==> src/rtl/aais_pkg.sv <==
`timescale 1ns / 1ps
// ----------------------------------------------------------------------------
// aais_pkg
// Types, constants and helpers shared by the area-average image scaler.
// ----------------------------------------------------------------------------
package aais_pkg;

    localparam int MAX_WIDTH    = 4096;
    localparam int MAX_HEIGHT   = 4096;
    localparam int MAX_CHANNELS = 4;
    localparam int MAX_UPSCALE  = 8;

    localparam int DIM_W     = 13;
    localparam int COORD_W   = 12;
    localparam int CH_W      = 3;
    localparam int CFG_IDX_W = 3;
    localparam int PIX_W     = 8;
    localparam int POS_W     = 2 * COORD_W + 1;
    localparam int AREA_W    = 2 * COORD_W + 1;
    localparam int ACC_W     = AREA_W + PIX_W - 1;
    localparam int SCALE_W   = DIM_W + $clog2(MAX_UPSCALE);
    localparam int OPEN_ROWS = MAX_UPSCALE + 1;
    localparam int K_W       = $clog2(OPEN_ROWS);
    localparam int BIT_W     = $clog2(PIX_W);

    typedef enum logic [CFG_IDX_W-1:0] {
        CFG_SRC_WIDTH  = 3'd0,
        CFG_SRC_HEIGHT = 3'd1,
        CFG_DST_WIDTH  = 3'd2,
        CFG_DST_HEIGHT = 3'd3,
        CFG_CHANNELS   = 3'd4
    } t_cfg_idx;

    typedef enum logic [2:0] {
        S_IDLE,
        S_GEOM,
        S_MUL1,
        S_MUL2,
        S_SUM,
        S_DIV,
        S_EMIT,
        S_NEXT
    } t_state;

    typedef struct packed {
        logic [PIX_W-1:0] in_c0;
        logic [PIX_W-1:0] in_c1;
        logic [PIX_W-1:0] in_c2;
        logic [PIX_W-1:0] in_c3;
    } t_in_item;

    typedef struct packed {
        logic [PIX_W-1:0]   out_c0;
        logic [PIX_W-1:0]   out_c1;
        logic [PIX_W-1:0]   out_c2;
        logic [PIX_W-1:0]   out_c3;
        logic [COORD_W-1:0] dest_x;
        logic [COORD_W-1:0] dest_y;
        logic               run_end;
        logic               frame_end;
    } t_out_item;

    typedef struct packed {
        logic                    load;
        logic                    rd_en;
        logic                    mul_en;
        logic                    sum_en;
        logic                    div_en;
        logic                    col_carried;
        logic                    col_done;
        logic                    row_carried;
        logic                    row_done;
        logic [K_W-1:0]          k;
        logic [COORD_W-1:0]      x;
        logic [AREA_W-1:0]       area;
        logic [AREA_W-1:0]       divisor;
        logic [MAX_CHANNELS-1:0] chan_en;
    } t_lane_ctrl;

    typedef struct packed {
        logic               load;
        logic [COORD_W-1:0] dest_x;
        logic [COORD_W-1:0] dest_y;
        logic               run_end;
        logic               frame_end;
    } t_emit;

    function automatic logic [DIM_W-1:0] clamp_dim(input logic [DIM_W-1:0] v,
                                                   input logic [DIM_W-1:0] hi);
        logic [DIM_W-1:0] r;
        if (v == '0) begin
            r = DIM_W'(1);
        end else if (v > hi) begin
            r = hi;
        end else begin
            r = v;
        end
        return r;
    endfunction

    function automatic logic [CH_W-1:0] clamp_chan(input logic [CH_W-1:0] v);
        logic [CH_W-1:0] r;
        if (v == '0) begin
            r = CH_W'(1);
        end else if (v > CH_W'(MAX_CHANNELS)) begin
            r = CH_W'(MAX_CHANNELS);
        end else begin
            r = v;
        end
        return r;
    endfunction

endpackage

==> src/rtl/aais_merge.sv <==
`timescale 1ns / 1ps
// ----------------------------------------------------------------------------
// aais_merge
// Joins the lane averages with coordinates into the output register.
// ----------------------------------------------------------------------------
module aais_merge (
    input  logic                                                i_clk,
    input  logic                                                i_rst_n,
    input  aais_pkg::t_emit                                     i_emit,
    input  logic [aais_pkg::MAX_CHANNELS-1:0][aais_pkg::PIX_W-1:0] i_avg,
    input  logic                                                i_ready,
    output logic                                                o_valid,
    output aais_pkg::t_out_item                                 o_item,
    output logic                                                o_free
);
    import aais_pkg::*;

    logic      r_valid;
    t_out_item r_item;

    assign o_free  = !r_valid || i_ready;
    assign o_valid = r_valid;
    assign o_item  = r_item;

    always_ff @(posedge i_clk) begin
        if (!i_rst_n) begin
            r_valid <= 1'b0;
        end else if (i_emit.load) begin
            r_valid <= 1'b1;
        end else if (i_ready) begin
            r_valid <= 1'b0;
        end
    end

    always_ff @(posedge i_clk) begin
        if (i_emit.load) begin
            r_item.out_c0    <= i_avg[0];
            r_item.out_c1    <= i_avg[1];
            r_item.out_c2    <= i_avg[2];
            r_item.out_c3    <= i_avg[3];
            r_item.dest_x    <= i_emit.dest_x;
            r_item.dest_y    <= i_emit.dest_y;
            r_item.run_end   <= i_emit.run_end;
            r_item.frame_end <= i_emit.frame_end;
        end
    end

endmodule

==> config.mk <==
export PLATFORM = sky130hd
export DESIGN_NAME = aais_merge
export DESIGN_NICKNAME = d
export VERILOG_FILES = /design/src/rtl/aais_pkg.sv /design/src/rtl/aais_merge.sv
export SDC_FILE = /design/constraint.sdc
export NUM_CORES = 1
export LEC_CHECK = 0
export BUFFER_PORTS_ARGS = -buffer_cell sky130_fd_sc_hd__buf_2
export CAP_MARGIN = 20
export CORE_MARGIN = 5
export CORE_UTILIZATION = 40
export DETAILED_ROUTE_END_ITERATION = 10
export GPL_TIMING_DRIVEN = 0
export PLACE_DENSITY = 0.82
export SETUP_SLACK_MARGIN = 0.1
export SLEW_MARGIN = 20
export SYNTH_ARGS = -nofsm -noshare
export SYNTH_HDL_FRONTEND = slang
export SYNTH_SLANG_ARGS = --single-unit
==> constraint.sdc <==
create_clock -name i_clk -period 0.8 [get_ports i_clk]
set_input_delay 0.04 -clock i_clk [delete_from_list [all_inputs] [get_ports i_clk]]
set_output_delay 0.04 -clock i_clk [all_outputs]
set_load 0.005 [all_outputs]
Yosys cells after proc, flatten, opt, wreduce, memory -nomap -nowiden
Cells that the tools add are included.
{"block": "classes", "shifts": 0, "n_eq_ne": 0, "n_addsub": 0, "magnitude_cmp": 0, "bitwise_logic": 0, "div": 0, "n_reduce_logical": 3, "mul": 0, "mux": 2}
{"op": "two-way mux 1 bit", "count": 2}
{"op": "nonzero test 2 bit", "count": 1}
{"op": "zero test 1 bit", "count": 1}
{"op": "logical OR 1 bit", "count": 1}
{"block": "totals", "output_inout_bits": 60, "latch_bits": 0, "elab_cells": 14, "mem_bits_rw": 0, "in_bits": 62, "rom_bits": 0, "regBits": 59, "n_memories": 0}

Longest topological paths before layout
{"block": "depth", "word_depth": 2, "mapped_depth": 2, "mapped_depth_nobuf": 2}

Worst setup path before layout
OpenSTA, ideal clock, no wires.
{"block": "synth_path", "path_type": "register -> register", "from": "register o_valid (netlist name)", "to": "register r_valid, in the netlist o_valid", "arrival_time_ns": 0.543, "n_path_buf": 0, "t_required_ns": 0.734, "path_stages_with_launch": 3, "period_less_slack_ns": 0.608, "setup_ns": 0.066, "slack_ns": 0.192, "cell_sequence": "dfxtp_1 -> nand2b_4 -> a21boi_2"}
{"element": "end signal: assignment", "line_no": "aais_merge.sv:27", "text": "r_valid <= 1'b0;"}
{"element": "end signal: assignment", "line_no": "aais_merge.sv:29", "text": "r_valid <= 1'b1;"}
{"element": "end signal: assignment", "line_no": "aais_merge.sv:31", "text": "r_valid <= 1'b0;"}
{"element": "end: declaration", "line_no": "aais_merge.sv:18", "text": "logic r_valid;"}

Final worst setup path
{"block": "layout_path", "from": "register r_item (netlist bit o_item[12])", "to": "output o_item[12] in the netlist's numbering"}
{"element": "start: declaration", "line_no": "aais_merge.sv:19", "text": "t_out_item r_item;"}
{"element": "end: declaration", "line_no": "aais_merge.sv:13", "text": "output aais_pkg::t_out_item o_item,"}
No word-level cell between the ends.

==> impl_metrics.py <==
metrics = {
    "timing": {
        "fin_crit_share_pct": 117,
        "worst-slew-pin-transition_ns": 0.709,
        "finalHoldViolCount": 0,
        "worst_hold_slack_ns": 0.0826,
        "setup_violations": 60,
        "final.setup.worst_slack_ns": -0.133,
        "period_needed_ns": 0.933,
        "final_max_slew_viols": 0,
        "max_slew_margin_pct": 52.7,
        "timing.fmax_mhz": 1070,
        "finClkSkew_ns": 0,
        "grt_setup_unrepaired": "yes",
    },
    "pwr": {
        "pwr-share-clk_pct": 38.5,
        "p_leak_nw": 1.43,
        "fraction_of_power_spent_switching_nets_pct": 20.2,
        "power.sequential.fraction_pct": 51.1,
        "internal_power_mw": 5.84,
        "worst_ir_drop_vdd_v": 0.00147,
        "p_total_mw": 7.32,
        "power_density_nw_per_um2": 2230,
        "power.net_switching_mw": 1.48,
        "power.combinational.fraction_pct": 10.4,
    },
    "worst_setup_path": {
        "start_to_end_type_of_the_worst_setup_path": "flip-flop to primary output",
        "cp_top_family": "flip-flops",
        "critPathLaunchType": "flip-flop",
        "worstPathRequired_ns": 0.76,
        "crit_path_end_kind": "primary output",
        "crit_chain": "buf_2",
        "rrSetupSlack_ns": 0.09,
        "critPathSlowestCell": "sky130_fd_sc_hd__edfxtp_1",
        "critPathBufInv": 1,
        "worst-endpoint-arrival_ns": 0.89,
        "slowest_delay_ns": 0.41,
        "critical_path.max_fanout": 1,
    },
    "global_route": {
        "grt_remaining_overflow": 0,
        "grt_pass1_wl_um": 8940,
        "grt_max_degree": 60,
        "globalRouteTotalUtil_pct": 20.6,
        "vias_in_the_first_global_route": 1635,
        "number_of_antenna_violations_at_the_first_check_in_global_routing": 0,
    },
    "yosys": {
        "average_size_of_a_mapped_cell_um2": 28.9,
        "ys_ff_latch": 59,
        "post_synth_inst_count": 62,
        "syn_area_um2": 1790,
        "synth_cell_types": 5,
        "most_instantiated_library_cell_after_synthesis": "sky130_fd_sc_hd__edfxtp_1",
        "synthTopCellsByArea": "sky130_fd_sc_hd__edfxtp_1 (97%), sky130_fd_sc_hd__dfxtp_1 (1.1%), sky130_fd_sc_hd__nand2b_4 (0.77%)",
        "synth_sequential_area_ratio_pct": 98.4,
        "synthFlopType": "sky130_fd_sc_hd__edfxtp_1",
        "synth-edff-count": 58,
        "synth.top_cells.by_count": "sky130_fd_sc_hd__edfxtp_1 (58), sky130_fd_sc_hd__a21boi_2 (1), sky130_fd_sc_hd__dfxtp_1 (1), sky130_fd_sc_hd__inv_1 (1), sky130_fd_sc_hd__nand2b_4 (1)",
        "synth.yosys.warnings": 0,
        "async_flop_share_pct": 0,
        "netlist.area_leader.share_pct": 97.3,
        "postSynthNetCount": 124,
        "post-synth-top-area-cell": "sky130_fd_sc_hd__edfxtp_1",
    },
    "floorplan": {
        "fp.dieH_um": 76.9,
        "placeableCoreArea_um2": 4350,
        "initial_core_util_pct": 41.1,
        "chipWidth_um": 76.9,
        "fp.dieArea_um2": 5910,
        "row_count": 24,
        "design.portCount": 122,
    },
    "final_layout": {
        "syn2layout_area_growth_pct": 83.6,
        "nFillCells": 233,
        "drive_above_1_share_pct": 53.5,
        "antenna_cells": 0,
        "layout.nets": 316,
    },
    "status": {
        "failing_checks": "setup timing",
        "outcome": "finished with violations",
    },
    "drt": {
        "avgRoutedWirePerCell_um": 18.8,
        "detailedRoute.firstIterationViolations": 75,
        "drt_first_pass_iters": 4,
        "total_detailed_routing_wirelength_um": 5810,
        "drt-vias-per-instance": 4.53,
        "ant_nets": 0,
        "drc_markers": 0,
        "routed-via-count": 1404,
    },
    "clock_tree": {
        "cts.clk_slew.worst_paths_ns": 0.07,
        "clk_latency_ns": 0.33,
        "cts-root-to-sink-buffers": 2,
        "cts_tree": "built",
        "clock_tree.htree_level_count": 3,
        "cts-buffers-inserted": 9,
        "cts-root-buf": "sky130_fd_sc_hd__clkbuf_8",
        "numClockSinks": 59,
    },
    "job": {
        "max-cap-violations": 0,
    },
    "hold_path": {
        "hold_class": "input port to flip-flop",
    },
    "place": {
        "gp_routability_congestion": 0.685,
        "portBuffers": 121,
    },
}
-- per-layer routing --
layer  routed length, um  vias up  track usage [%]
li1                    -      633                -
met1                1970      657             20.9
met2                2980       93             34.6
met3                 678       21             11.6
met4                 182        0             8.74
met5                   0        -                0
-- state kept, by name (all words and copies together) (netlist names) --
| name | cells |
|---|---|
| o_valid | 1 |
| o_item | 58 |
-- power by group through the flow --
stage	sequential [mW]	clock, mW	combinational (mW)
finish	3.74	2.82	0.759
global route	3.76	3.04	0.818
CTS	3.72	2.85	0.727
detailed placement	3.79	0	0.499
global placement	3.78	0	0.487
floorplan	3.83	0	0.0103
-- logic make-up after synthesis --
group	after synthesis	share of synthesized area, %
flip-flops	59	98.4
AND/OR/NAND/NOR	1	0.769
buffers and inverters	1	0.209
AO/OA/AOI/OAI	1	0.629
-- final timing paths --
path                                   end       start  cells after the start
worst max-delay path            o_item[12]  o_item[12]                      1
worst min-delay path               o_valid     i_ready                      4
worst max register to register     o_valid     o_valid                      3
worst min register to register     o_valid     o_valid                      3
-- tightest hold or removal path: cells and delay by family --
kind / cells / cell delay [ns]
and+or+nand+nor: 1 / 0.13
AOI/OAI and AO/OA: 1 / 0.04
buffers and inverters: 2 / 0.17
-- per-stage QoR --
stage               utilization [%]  area [um^2]  cells  setup WS, ns  TNS (ns)
finish                         75.5         3290    310        -0.133     -4.20
global route                   75.5         3290    310        -0.182     -6.84
CTS                            75.0         3270    309        -0.105     -4.26
detailed placement             56.6         2460    235        -0.201    -11.66
global placement               56.5         2460    235        -0.553    -32.42
floorplan                         -         1790     62         0.192         0
-- cell type report --
class / count / area (um^2) / area share, %
clock buffer: 9 / 124 / 3.77
clock inverter: 6 / 81.3 / 2.47
inverter: 1 / 3.75 / 0.114
multi-input combinational: 2 / 25.0 / 0.761
sequential: 59 / 1770 / 53.7
tap: 52 / 65.1 / 1.98
timing repair buffer: 181 / 1220 / 37.2
-- cells in the final DEF (no fill, tap or decap), drive strengths merged --
| cell | Yosys | layout |
|---|---|---|
| dfxtp | 1 | 1 |
| nand2b | 1 | 1 |
| clkinv | 0 | 4 |
| bufinv | 0 | 2 |
| dlygate4sd3 | 0 | 59 |
| clkbuf | 0 | 9 |
| a21boi | 1 | 1 |
| inv | 1 | 1 |
| buf | 0 | 122 |
| edfxtp | 58 | 58 |
-- repair_timing --
| item | in CTS | in global routing |
|---|---|---|
| hold buffers | 59 | 0 |
| resized for setup | 2 | 3 |
| endpoints found under the hold margin | 59 | 0 |
| setup buffers | 0 | 1 |
| pin swaps | 0 | 1 |
| setup endpoints to repair | 60 | 61 |
No activity file was read; power rests on OpenSTA's default activity.
