`config.mk`:
```
export PLATFORM = sky130hd
export DESIGN_NAME = aais_ctrl
export DESIGN_NICKNAME = d
export VERILOG_FILES = /design/src/rtl/aais_pkg.sv /design/src/rtl/aais_ctrl.sv
export SDC_FILE = /design/constraint.sdc
export NUM_CORES = 2
export LEC_CHECK = 0
export ABC_AREA = 1
export ABC_CLOCK_PERIOD_IN_PS = 7900
export BUFFER_PORTS_ARGS = -buffer_cell sky130_fd_sc_hd__buf_2
export CAP_MARGIN = 10
export CORE_UTILIZATION = 34
export CTS_BUF_LIST = sky130_fd_sc_hd__clkbuf_8
export DETAILED_ROUTE_END_ITERATION = 6
export PLACE_DENSITY = 0.56
export SLEW_MARGIN = 30
export SYNTH_ARGS = -nofsm -noshare
export SYNTH_HDL_FRONTEND = slang
export SYNTH_SLANG_ARGS = --single-unit
```
`constraint.sdc`:
```
create_clock -name i_clk -period 7.9 [get_ports i_clk]
set_clock_uncertainty 0.05 [all_clocks]
set_input_delay 0.395 -clock i_clk [delete_from_list [all_inputs] [get_ports i_clk]]
set_output_delay 0.395 -clock i_clk [all_outputs]
set_load 0.05 [all_outputs]
```
`src/rtl/aais_pkg.sv`:
```
`timescale 1ns / 1ps
// ----------------------------------------------------------------------------
// aais_pkg
// Types, constants and helpers shared by the area-average image scaler.
// ----------------------------------------------------------------------------
package aais_pkg;

    localparam int MAX_WIDTH    = 4096;
    localparam int MAX_HEIGHT   = 4096;
    localparam int MAX_CHANNELS = 4;
    localparam int MAX_UPSCALE  = 8;

    localparam int DIM_W     = 13;
    localparam int COORD_W   = 12;
    localparam int CH_W      = 3;
    localparam int CFG_IDX_W = 3;
    localparam int PIX_W     = 8;
    localparam int POS_W     = 2 * COORD_W + 1;
    localparam int AREA_W    = 2 * COORD_W + 1;
    localparam int ACC_W     = AREA_W + PIX_W - 1;
    localparam int SCALE_W   = DIM_W + $clog2(MAX_UPSCALE);
    localparam int OPEN_ROWS = MAX_UPSCALE + 1;
    localparam int K_W       = $clog2(OPEN_ROWS);
    localparam int BIT_W     = $clog2(PIX_W);

    typedef enum logic [CFG_IDX_W-1:0] {
        CFG_SRC_WIDTH  = 3'd0,
        CFG_SRC_HEIGHT = 3'd1,
        CFG_DST_WIDTH  = 3'd2,
        CFG_DST_HEIGHT = 3'd3,
        CFG_CHANNELS   = 3'd4
    } t_cfg_idx;

    typedef enum logic [2:0] {
        S_IDLE,
        S_GEOM,
        S_MUL1,
        S_MUL2,
        S_SUM,
        S_DIV,
        S_EMIT,
        S_NEXT
    } t_state;

    typedef struct packed {
        logic [PIX_W-1:0] in_c0;
        logic [PIX_W-1:0] in_c1;
        logic [PIX_W-1:0] in_c2;
        logic [PIX_W-1:0] in_c3;
    } t_in_item;

    typedef struct packed {
        logic [PIX_W-1:0]   out_c0;
        logic [PIX_W-1:0]   out_c1;
        logic [PIX_W-1:0]   out_c2;
        logic [PIX_W-1:0]   out_c3;
        logic [COORD_W-1:0] dest_x;
        logic [COORD_W-1:0] dest_y;
        logic               run_end;
        logic               frame_end;
    } t_out_item;

    typedef struct packed {
        logic                    load;
        logic                    rd_en;
        logic                    mul_en;
        logic                    sum_en;
        logic                    div_en;
        logic                    col_carried;
        logic                    col_done;
        logic                    row_carried;
        logic                    row_done;
        logic [K_W-1:0]          k;
        logic [COORD_W-1:0]      x;
        logic [AREA_W-1:0]       area;
        logic [AREA_W-1:0]       divisor;
        logic [MAX_CHANNELS-1:0] chan_en;
    } t_lane_ctrl;

    typedef struct packed {
        logic               load;
        logic [COORD_W-1:0] dest_x;
        logic [COORD_W-1:0] dest_y;
        logic               run_end;
        logic               frame_end;
    } t_emit;

    function automatic logic [DIM_W-1:0] clamp_dim(input logic [DIM_W-1:0] v,
                                                   input logic [DIM_W-1:0] hi);
        logic [DIM_W-1:0] r;
        if (v == '0) begin
            r = DIM_W'(1);
        end else if (v > hi) begin
            r = hi;
        end else begin
            r = v;
        end
        return r;
    endfunction

    function automatic logic [CH_W-1:0] clamp_chan(input logic [CH_W-1:0] v);
        logic [CH_W-1:0] r;
        if (v == '0) begin
            r = CH_W'(1);
        end else if (v > CH_W'(MAX_CHANNELS)) begin
            r = CH_W'(MAX_CHANNELS);
        end else begin
            r = v;
        end
        return r;
    endfunction

endpackage

```
`src/rtl/aais_ctrl.sv`:
```
`timescale 1ns / 1ps
// ----------------------------------------------------------------------------
// aais_ctrl
// Configuration registers and the overlap walk over destination pixels.
// ----------------------------------------------------------------------------
module aais_ctrl (
    input  logic                                i_clk,
    input  logic                                i_rst_n,
    input  logic                                i_cfg_valid,
    output logic                                o_cfg_ready,
    input  logic [aais_pkg::CFG_IDX_W-1:0]      i_cfg_index,
    input  logic [aais_pkg::DIM_W-1:0]          i_cfg_data,
    input  logic                                i_in_valid,
    output logic                                o_in_ready,
    input  logic                                i_out_free,
    output aais_pkg::t_lane_ctrl                o_lane,
    output aais_pkg::t_emit                     o_emit
);
    import aais_pkg::*;

    t_state r_state, n_state;

    logic [DIM_W-1:0]   r_src_w, r_src_h, r_dst_w, r_dst_h;
    logic [CH_W-1:0]    r_chan;
    logic [AREA_W-1:0]  r_wh;
    logic [COORD_W-1:0] r_col_pos, r_row_pos;
    logic [POS_W-1:0]   r_x0, r_x1, r_xs, r_y0, r_y1, r_ys;
    logic [COORD_W-1:0] r_xf, r_yf;
    logic [COORD_W-1:0] r_cx, r_cy;
    logic [POS_W-1:0]   r_clo, r_clo_y, r_hi_x, r_hi_y;
    logic [K_W-1:0]     r_k;
    logic [DIM_W-1:0]   r_ox, r_oy;
    logic               r_cc, r_cd, r_rc, r_rdn, r_last_c, r_last_r;
    logic [AREA_W-1:0]  r_area;
    logic [BIT_W-1:0]   r_bit;

    logic [SCALE_W-1:0] w_w_up, w_h_up;
    logic [DIM_W-1:0]   w_w, w_h;
    logic [POS_W-1:0]   w_sw, w_sh;
    logic [POS_W-1:0]   w_hx, w_hy, w_lx, w_ly, w_tx, w_ty;
    logic               w_accept, w_cfg_acc, w_cfg_hit, w_more_x, w_more_y;
    logic               w_col_last, w_row_last;

    always_comb begin
        w_w_up = {r_src_w, {(SCALE_W-DIM_W){1'b0}}};
        w_h_up = {r_src_h, {(SCALE_W-DIM_W){1'b0}}};
        w_w    = (SCALE_W'(r_dst_w) > w_w_up) ? DIM_W'(w_w_up) : r_dst_w;
        w_h    = (SCALE_W'(r_dst_h) > w_h_up) ? DIM_W'(w_h_up) : r_dst_h;
        w_sw   = POS_W'(r_src_w);
        w_sh   = POS_W'(r_src_h);
        w_hx   = r_clo + w_sw;
        w_hy   = r_clo_y + w_sh;
        w_lx   = (r_clo > r_x0) ? r_clo : r_x0;
        w_ly   = (r_clo_y > r_y0) ? r_clo_y : r_y0;
        w_tx   = (w_hx < r_x1) ? w_hx : r_x1;
        w_ty   = (w_hy < r_y1) ? w_hy : r_y1;
        w_more_x   = r_hi_x < r_x1;
        w_more_y   = r_hi_y < r_y1;
        w_col_last = ({1'b0, r_col_pos} == r_src_w - DIM_W'(1));
        w_row_last = ({1'b0, r_row_pos} == r_src_h - DIM_W'(1));
        w_accept   = i_in_valid && o_in_ready;
        w_cfg_acc  = i_cfg_valid && o_cfg_ready;
        case (i_cfg_index)
            CFG_SRC_WIDTH, CFG_SRC_HEIGHT, CFG_DST_WIDTH,
            CFG_DST_HEIGHT, CFG_CHANNELS: w_cfg_hit = 1'b1;
            default:                      w_cfg_hit = 1'b0;
        endcase
    end

    always_comb begin
        n_state = r_state;
        case (r_state)
            S_IDLE: if (w_accept) n_state = S_GEOM;
            S_GEOM: n_state = S_MUL1;
            S_MUL1: n_state = S_MUL2;
            S_MUL2: n_state = S_SUM;
            S_SUM:  n_state = (r_cd && r_rdn) ? S_DIV : S_NEXT;
            S_DIV:  if (r_bit == '0) n_state = S_EMIT;
            S_EMIT: if (i_out_free) n_state = S_NEXT;
            S_NEXT: n_state = (w_more_x || w_more_y) ? S_GEOM : S_IDLE;
            default: n_state = S_IDLE;
        endcase
    end

    always_comb begin
        o_cfg_ready = (r_state == S_IDLE);
        o_in_ready  = (r_state == S_IDLE) && !i_cfg_valid;
        o_lane.load        = w_accept;
        o_lane.rd_en       = (r_state == S_GEOM);
        o_lane.mul_en      = (r_state == S_MUL2);
        o_lane.sum_en      = (r_state == S_SUM);
        o_lane.div_en      = (r_state == S_DIV);
        o_lane.col_carried = r_cc;
        o_lane.col_done    = r_cd;
        o_lane.row_carried = r_rc;
        o_lane.row_done    = r_rdn;
        o_lane.k           = r_k;
        o_lane.x           = r_cx;
        o_lane.area        = r_area;
        o_lane.divisor     = r_wh;
        for (int c = 0; c < MAX_CHANNELS; c++) begin
            o_lane.chan_en[c] = (CH_W'(c) < r_chan);
        end
        o_emit.load      = (r_state == S_EMIT) && i_out_free;
        o_emit.dest_x    = r_cx;
        o_emit.dest_y    = r_cy;
        o_emit.run_end   = r_last_c && r_last_r;
        o_emit.frame_end = ({1'b0, r_cx} == w_w - DIM_W'(1))
                        && ({1'b0, r_cy} == w_h - DIM_W'(1));
    end

    always_ff @(posedge i_clk) begin
        r_wh <= AREA_W'(r_src_w) * AREA_W'(r_src_h);
        if (r_state == S_GEOM) begin
            r_ox     <= DIM_W'(w_tx - w_lx);
            r_oy     <= DIM_W'(w_ty - w_ly);
            r_cc     <= r_clo < r_x0;
            r_cd     <= w_hx <= r_x1;
            r_rc     <= r_clo_y < r_y0;
            r_rdn    <= w_hy <= r_y1;
            r_last_c <= (w_hx <= r_x1) && ((w_hx + w_sw) > r_x1);
            r_last_r <= (w_hy <= r_y1) && ((w_hy + w_sh) > r_y1);
            r_hi_x   <= w_hx;
            r_hi_y   <= w_hy;
        end
        if (r_state == S_MUL1) begin
            r_area <= AREA_W'(r_ox) * AREA_W'(r_oy);
        end
    end

    always_ff @(posedge i_clk) begin
        if (!i_rst_n) begin
            r_state   <= S_IDLE;
            r_src_w   <= DIM_W'(1);
            r_src_h   <= DIM_W'(1);
            r_dst_w   <= DIM_W'(1);
            r_dst_h   <= DIM_W'(1);
            r_chan    <= CH_W'(1);
            r_col_pos <= '0;
            r_row_pos <= '0;
            r_x0      <= '0;
            r_xf      <= '0;
            r_xs      <= '0;
            r_y0      <= '0;
            r_yf      <= '0;
            r_ys      <= '0;
            r_x1      <= '0;
            r_y1      <= '0;
            r_cx      <= '0;
            r_cy      <= '0;
            r_clo     <= '0;
            r_clo_y   <= '0;
            r_k       <= '0;
            r_bit     <= '0;
        end else begin
            r_state <= n_state;
            if (w_cfg_acc) begin
                case (i_cfg_index)
                    CFG_SRC_WIDTH:  r_src_w <= clamp_dim(i_cfg_data, DIM_W'(MAX_WIDTH));
                    CFG_SRC_HEIGHT: r_src_h <= clamp_dim(i_cfg_data, DIM_W'(MAX_HEIGHT));
                    CFG_DST_WIDTH:  r_dst_w <= clamp_dim(i_cfg_data, DIM_W'(MAX_WIDTH));
                    CFG_DST_HEIGHT: r_dst_h <= clamp_dim(i_cfg_data, DIM_W'(MAX_HEIGHT));
                    CFG_CHANNELS:   r_chan  <= clamp_chan(i_cfg_data[CH_W-1:0]);
                    default: ;
                endcase
                if (w_cfg_hit) begin
                    r_col_pos <= '0;
                    r_row_pos <= '0;
                    r_x0      <= '0;
                    r_xf      <= '0;
                    r_xs      <= '0;
                    r_y0      <= '0;
                    r_yf      <= '0;
                    r_ys      <= '0;
                end
            end
            case (r_state)
                S_IDLE: begin
                    if (w_accept) begin
                        r_cx    <= r_xf;
                        r_clo   <= r_xs;
                        r_cy    <= r_yf;
                        r_clo_y <= r_ys;
                        r_k     <= '0;
                        r_x1    <= r_x0 + POS_W'(w_w);
                        r_y1    <= r_y0 + POS_W'(w_h);
                    end
                end
                S_SUM: begin
                    r_bit <= BIT_W'(PIX_W - 1);
                end
                S_DIV: begin
                    r_bit <= r_bit - BIT_W'(1);
                end
                S_NEXT: begin
                    if (w_more_x) begin
                        r_cx  <= r_cx + COORD_W'(1);
                        r_clo <= r_hi_x;
                    end else if (w_more_y) begin
                        r_cy    <= r_cy + COORD_W'(1);
                        r_clo_y <= r_hi_y;
                        r_k     <= r_k + K_W'(1);
                        r_cx    <= r_xf;
                        r_clo   <= r_xs;
                    end else if (w_col_last) begin
                        r_col_pos <= '0;
                        r_x0      <= '0;
                        r_xf      <= '0;
                        r_xs      <= '0;
                        if (w_row_last) begin
                            r_row_pos <= '0;
                            r_y0      <= '0;
                            r_yf      <= '0;
                            r_ys      <= '0;
                        end else begin
                            r_row_pos <= r_row_pos + COORD_W'(1);
                            r_y0      <= r_y1;
                            if (r_hi_y == r_y1) begin
                                r_yf <= r_cy + COORD_W'(1);
                                r_ys <= r_hi_y;
                            end else begin
                                r_yf <= r_cy;
                                r_ys <= r_clo_y;
                            end
                        end
                    end else begin
                        r_col_pos <= r_col_pos + COORD_W'(1);
                        r_x0      <= r_x1;
                        if (r_hi_x == r_x1) begin
                            r_xf <= r_cx + COORD_W'(1);
                            r_xs <= r_hi_x;
                        end else begin
                            r_xf <= r_cx;
                            r_xs <= r_clo;
                        end
                    end
                end
                default: ;
            endcase
        end
    end

endmodule

```
Word-level counts from Yosys, hierarchy flattened
Cells that the tools add are included.
Word-level totals
  input port bits: 21
  output and inout bits: 108
  register bits: 469
  logic and storage cells: 219
Cells by class
  order comparisons: 20
  muxes and demuxes: 94
  multipliers: 2
  $add $sub $neg: 18
  reductions and logical operators: 28
  eq/ne operators: 23
Operator list (number)
  two-way mux 25 bit: 34
  two-way mux 12 bit: 34
  adder 25 x 13 -> 25 bit: 6
  less-than comparator 25 bit: 6
  two-way mux 13 bit: 8
  > comparator 25 bit: 4
  one-hot mux 25 bit (2 select lines): 2
  == test 12 x 13 -> 1 bit: 4
  subtractor 13 x 1 -> 13 bit, second input constant: 4
  == test 25 bit: 2
  <= comparator 25 bit: 2
  multiplier 13 x 13 -> 25 bit: 2
  adder 12 x 1 -> 12 bit, second input constant: 4
  one-hot mux 12 bit (2 select lines): 2
  > comparator 13 x 16 -> 1 bit: 2
  subtractor 13 bit: 2
  one-hot mux 3 bit (8 select lines): 1
  == test 3 bit, second input constant: 5
  two-way mux 3 bit: 5
  > comparator 13 bit, second input constant: 1
  zero test 13 bit: 1
  == test 3 x 2 -> 1 bit, second input constant: 4
  zero test 3 bit: 4
  two-way mux 4 bit: 3
  other kinds (21): 43

Depth between registers and ports, before layout
  depth after elaboration: 9
  mapped depth: 38
  mapped depth without buffers: 37

Least setup slack after synthesis
No wires, ideal clock.
  path kind: register to register
  from: register r_state[0]
  to: register r_cc (enable)
  cell stages (with the launch flop): 4
  arrival: 7.078 ns
  setup time: 0.671 ns
  slack: 0.101 ns
  required time: 7.179 ns
  clock period less this slack: 7.799 ns
  path buffers: 1
  cell sequence: dfxtp_1 -> buf_2 -> inv_1 -> nor3_1
RTL lines
  start: declaration: line aais_ctrl.sv:21  | t_state r_state, n_state;
  start signal: assignment: line aais_ctrl.sv:156  | r_state <= n_state;
  end signal: assignment: line aais_ctrl.sv:117  | r_cc <= r_clo < r_x0;
  end: declaration: line aais_ctrl.sv:33  | logic r_cc, r_cd, r_rc, r_rdn, r_last_c, r_last_r;

Worst setup path after layout
  from: register r_src_w[0]
  to: register r_ox[11] (data pin)
Between the ends
  longest elaborated chain between the ends: 4
RTL lines
  start: declaration: line aais_ctrl.sv:23  | logic [DIM_W-1:0] r_src_w, r_src_h, r_dst_w, r_dst_h;
  start signal: assignment: line aais_ctrl.sv:159  | CFG_SRC_WIDTH: r_src_w <= clamp_dim(i_cfg_data, DIM_W'(MAX_WIDTH));
  adder 25 x 13 -> 25 bit: line aais_ctrl.sv:51  | w_hx = r_clo + w_sw;
  net w_hx[24]: line aais_ctrl.sv:40  | logic [POS_W-1:0] w_hx, w_hy, w_lx, w_ly, w_tx, w_ty;
  less-than comparator 25 bit: line aais_ctrl.sv:55  | w_tx = (w_hx < r_x1) ? w_hx : r_x1;
  two-way mux 13 bit: line aais_ctrl.sv:55
  subtractor 13 bit: line aais_ctrl.sv:115  | r_ox <= DIM_W'(w_tx - w_lx);
  end signal: assignment: line aais_ctrl.sv:115
  end: declaration: line aais_ctrl.sv:32  | logic [DIM_W-1:0] r_ox, r_oy;
The timed path passes the listed nets, and every way through them passes these cells.
A chain may end at the register's enable or synchronous reset.

==> metrics.yaml <==
grt:
  grt_pass1_wl_mm: 224.9
  gr-total-overflow: 0
  grt_start_max_net_pins: 80
  grtUsageTotal: 0.2217
  antenna_found_initial: 2
  grt_pass1_vias: 38260
setup_path:
  reg2reg_from: "r_src_w[0]$_SDFFE_PN1P_"
  worstPathMaxFanout: 23
  arrival_ns: 7.35
  endpoint_kind: "register"
  cpMostUsedCell: "inv_1"
  required_ns: 8.40
  reg2reg_to: "r_ox[11]$_DFFE_PP_"
  crit_type: "register to register"
  critPathLaunchType: "register"
  cp_slowest_cell: "inv_1"
  reg2reg_depth: 33
  cpPeakStageDelay_ns: 0.49
  regToRegSetupSlack_ns: 1.05
routing:
  drc: 0
  wl_per_cell_um: 18.95
  avgViaCountPerCell: 5.187
  dr.pass1.iters: 6
  drt-total-wl_mm: 145.9
  drtIter0Drc: 2946
  vias: 39950
  postRouteAntennaNets: 0
layout:
  fillers: 13390
  syn2layout_area_growth_pct: 9.409
  num-nets-final: 6706
  final-seq-area_um2: 10460
  layout-drive-gt1-share: 0.07188
  layout_commonest_cell: "nand2_1"
  final_cell_mix: "nand2_1, inv_1, a21oi_1"
  multiInputGateArea_um2: 28530
clock_tree:
  post-cts-setup-buffers: 0
  clkSlewWorstSetupHoldPaths_ns: 0.06
  cts_root_buffer: "clkbuf_8"
  numCtsBuffers: 94
  clockBufferDepth: 3
  worstSkewPairLatency_ns: 0.86
  cts_tree: "done"
  clock_sinks: 469
  h-tree-depth: 3
synth:
  synth_fp_nets: 6675
  synthTopCellsByArea: "dfxtp_1, ha_1, fa_1"
  synth_top_area_frac: 0.1659
  synth_top_cell_by_area: "dfxtp_1"
  synth_edf_count: 107
  ys_seq_elements: 469
  syn-cell-area_um2: 43690
  synth_cells: 5935
  synth_ff_type: "dfxtp_1"
  postSynthAreaPerCell_um2: 7.362
  synth-async-reset-ratio: 0
  yosysWarningCount: 0
  synth-seq-area-share: 0.2394
  yosys.cell_types.count: 65
hold_path:
  holdPathStages: 3
  hp-class: "input port to register"
  hp-start: "i_cfg_data[5]"
  hold_end: "r_src_h[5]$_SDFFE_PN0P_"
timing:
  fin_tns_setup_ns: 0
  slew_headroom: 0.3136
  hold_violations: 0
  rsz0062_at_grt: "false"
  worst_slew_pin_slew_ns: 1.020
  min_period_ns: 6.846
  setup_viol: 0
  final_max_slew_viol_count: 0
  period_share: 0.8666
  fmax_mhz: 146.1
die:
  core_um2: 127500
  dieArea_um2: 129900
  die_h_um: 360.5
  rows: 131
  die_x_um: 360.5
  ios: 129
  initial_core_util: 0.3426
placed_design:
  hpwlAfterDp_mm: 110.0
  gp_congestion: 0.9275
  io_buffers: 128
outcome:
  status: "completed"
flow_run:
  maxCapViolations: 0
## state kept, by name, summed over array words and instances, names as in the netlist, 25 cells and up
name / count
r_clo_y: 25
r_xs: 25
r_area: 25
r_x0: 25
r_x1: 25
r_clo: 25
r_wh: 25
r_ys: 25
r_y0: 25
r_hi_y: 25
r_y1: 25
r_hi_x: 25
## cell type report
| type | count | share of cell area |
|---|---|---|
| sequential | 469 | 0.2188 |
| timing repair buffer | 200 | 0.02541 |
| clock inverter | 53 | 0.008794 |
| clock buffer | 115 | 0.03311 |
| tap | 1662 | 0.04350 |
| inverter | 932 | 0.07339 |
| multi-input combinational | 4269 | 0.5969 |
| antenna | 2 | 0.0001047 |
## cells in the mapped netlist (all sizes together), types with 15 or more instances
cell    instances
a21oi         562
a31oi          36
buf           102
clkbuf        163
dfxtp         362
edfxtp        107
fa            248
ha            471
inv           930
nand2        1305
nand3         371
nand3b         16
nand4          84
nor2          280
nor3           52
nor4           23
o211ai         50
o21a           15
o21ai         416
xnor2          67
xor2          173
## worst max-delay path: cells and delay by family, from the launching register on
kind            cells  cell delay [ns]
compound gates     13             2.54
simple gates        9             1.20
buf+inv             5             0.82
xor+xnor            2             0.34
fa+ha+maj           4             1.27
flops               1             0.34
## per-stage QoR
stage | std cells | hold slack [ns] | area [um2] | worst slack (ns) | util
3_5_place_dp | 7521 | 0.3982 | 45690 | 1.089 | 0.3583
4_1_cts | 7700 | 0.004519 | 47800 | 1.055 | 0.3748
3_3_place_gp | 7521 | 0.3916 | 45680 | 1.072 | 0.3582
2_1_floorplan | 5935 | 0.3762 | 43690 | 0.1010 | -
5_1_grt | 7701 | 0.05958 | 47800 | 0.4580 | 0.3749
6_report | 7702 | 0.09072 | 47810 | 1.054 | 0.3749
## what timing repair did
item	CTS	global route
resized for setup	0	0
hold endpoints to repair	43	0
hold buffers	11	0
## cell families (layout without fill, tap and decap cells)
logic type      Yosys count  in the layout  share of synthesized area
flops                   469            469                     0.2394
compound gates         1144           1144                     0.1409
buf+inv                1197           1300                     0.1086
fa+ha+maj               719            719                     0.2485
other cells               0              2                          0
simple gates           2166           2166                     0.2142
xor+xnor                240            240                    0.04845
## how the worst max path moves through the flow
stage	from	end	slack [ns]	cells past startpoint
6_report	r_src_w[0]$_SDFFE_PN1P_	r_ox[11]$_DFFE_PP_	1.05	33
5_1_grt	r_src_w[0]$_SDFFE_PN1P_	r_ox[11]$_DFFE_PP_	0.46	33
4_1_cts	r_src_w[0]$_SDFFE_PN1P_	r_ox[11]$_DFFE_PP_	1.06	33
3_5_place_dp	r_src_w[0]$_SDFFE_PN1P_	r_ox[11]$_DFFE_PP_	1.09	33
3_3_place_gp	r_src_w[0]$_SDFFE_PN1P_	r_ox[11]$_DFFE_PP_	1.07	33
2_1_floorplan	r_state[0]$_SDFFE_PN0P_	r_cc$_DFFE_PP_	0.10	3
## routing by layer
layer / track usage / vias up / share of wire
li1: - / 19420 / -
met1: 0.3074 / 19010 / 0.46
met2: 0.3485 / 1274 / 0.44
met3: 0.03734 / 243 / 0.066
met4: 0.07034 / 2 / 0.033
met5: 0 / - / 0.000048
Power is not shown: default switching activity piles up to over one toggle a cycle in this logic, so the estimate is an artifact.
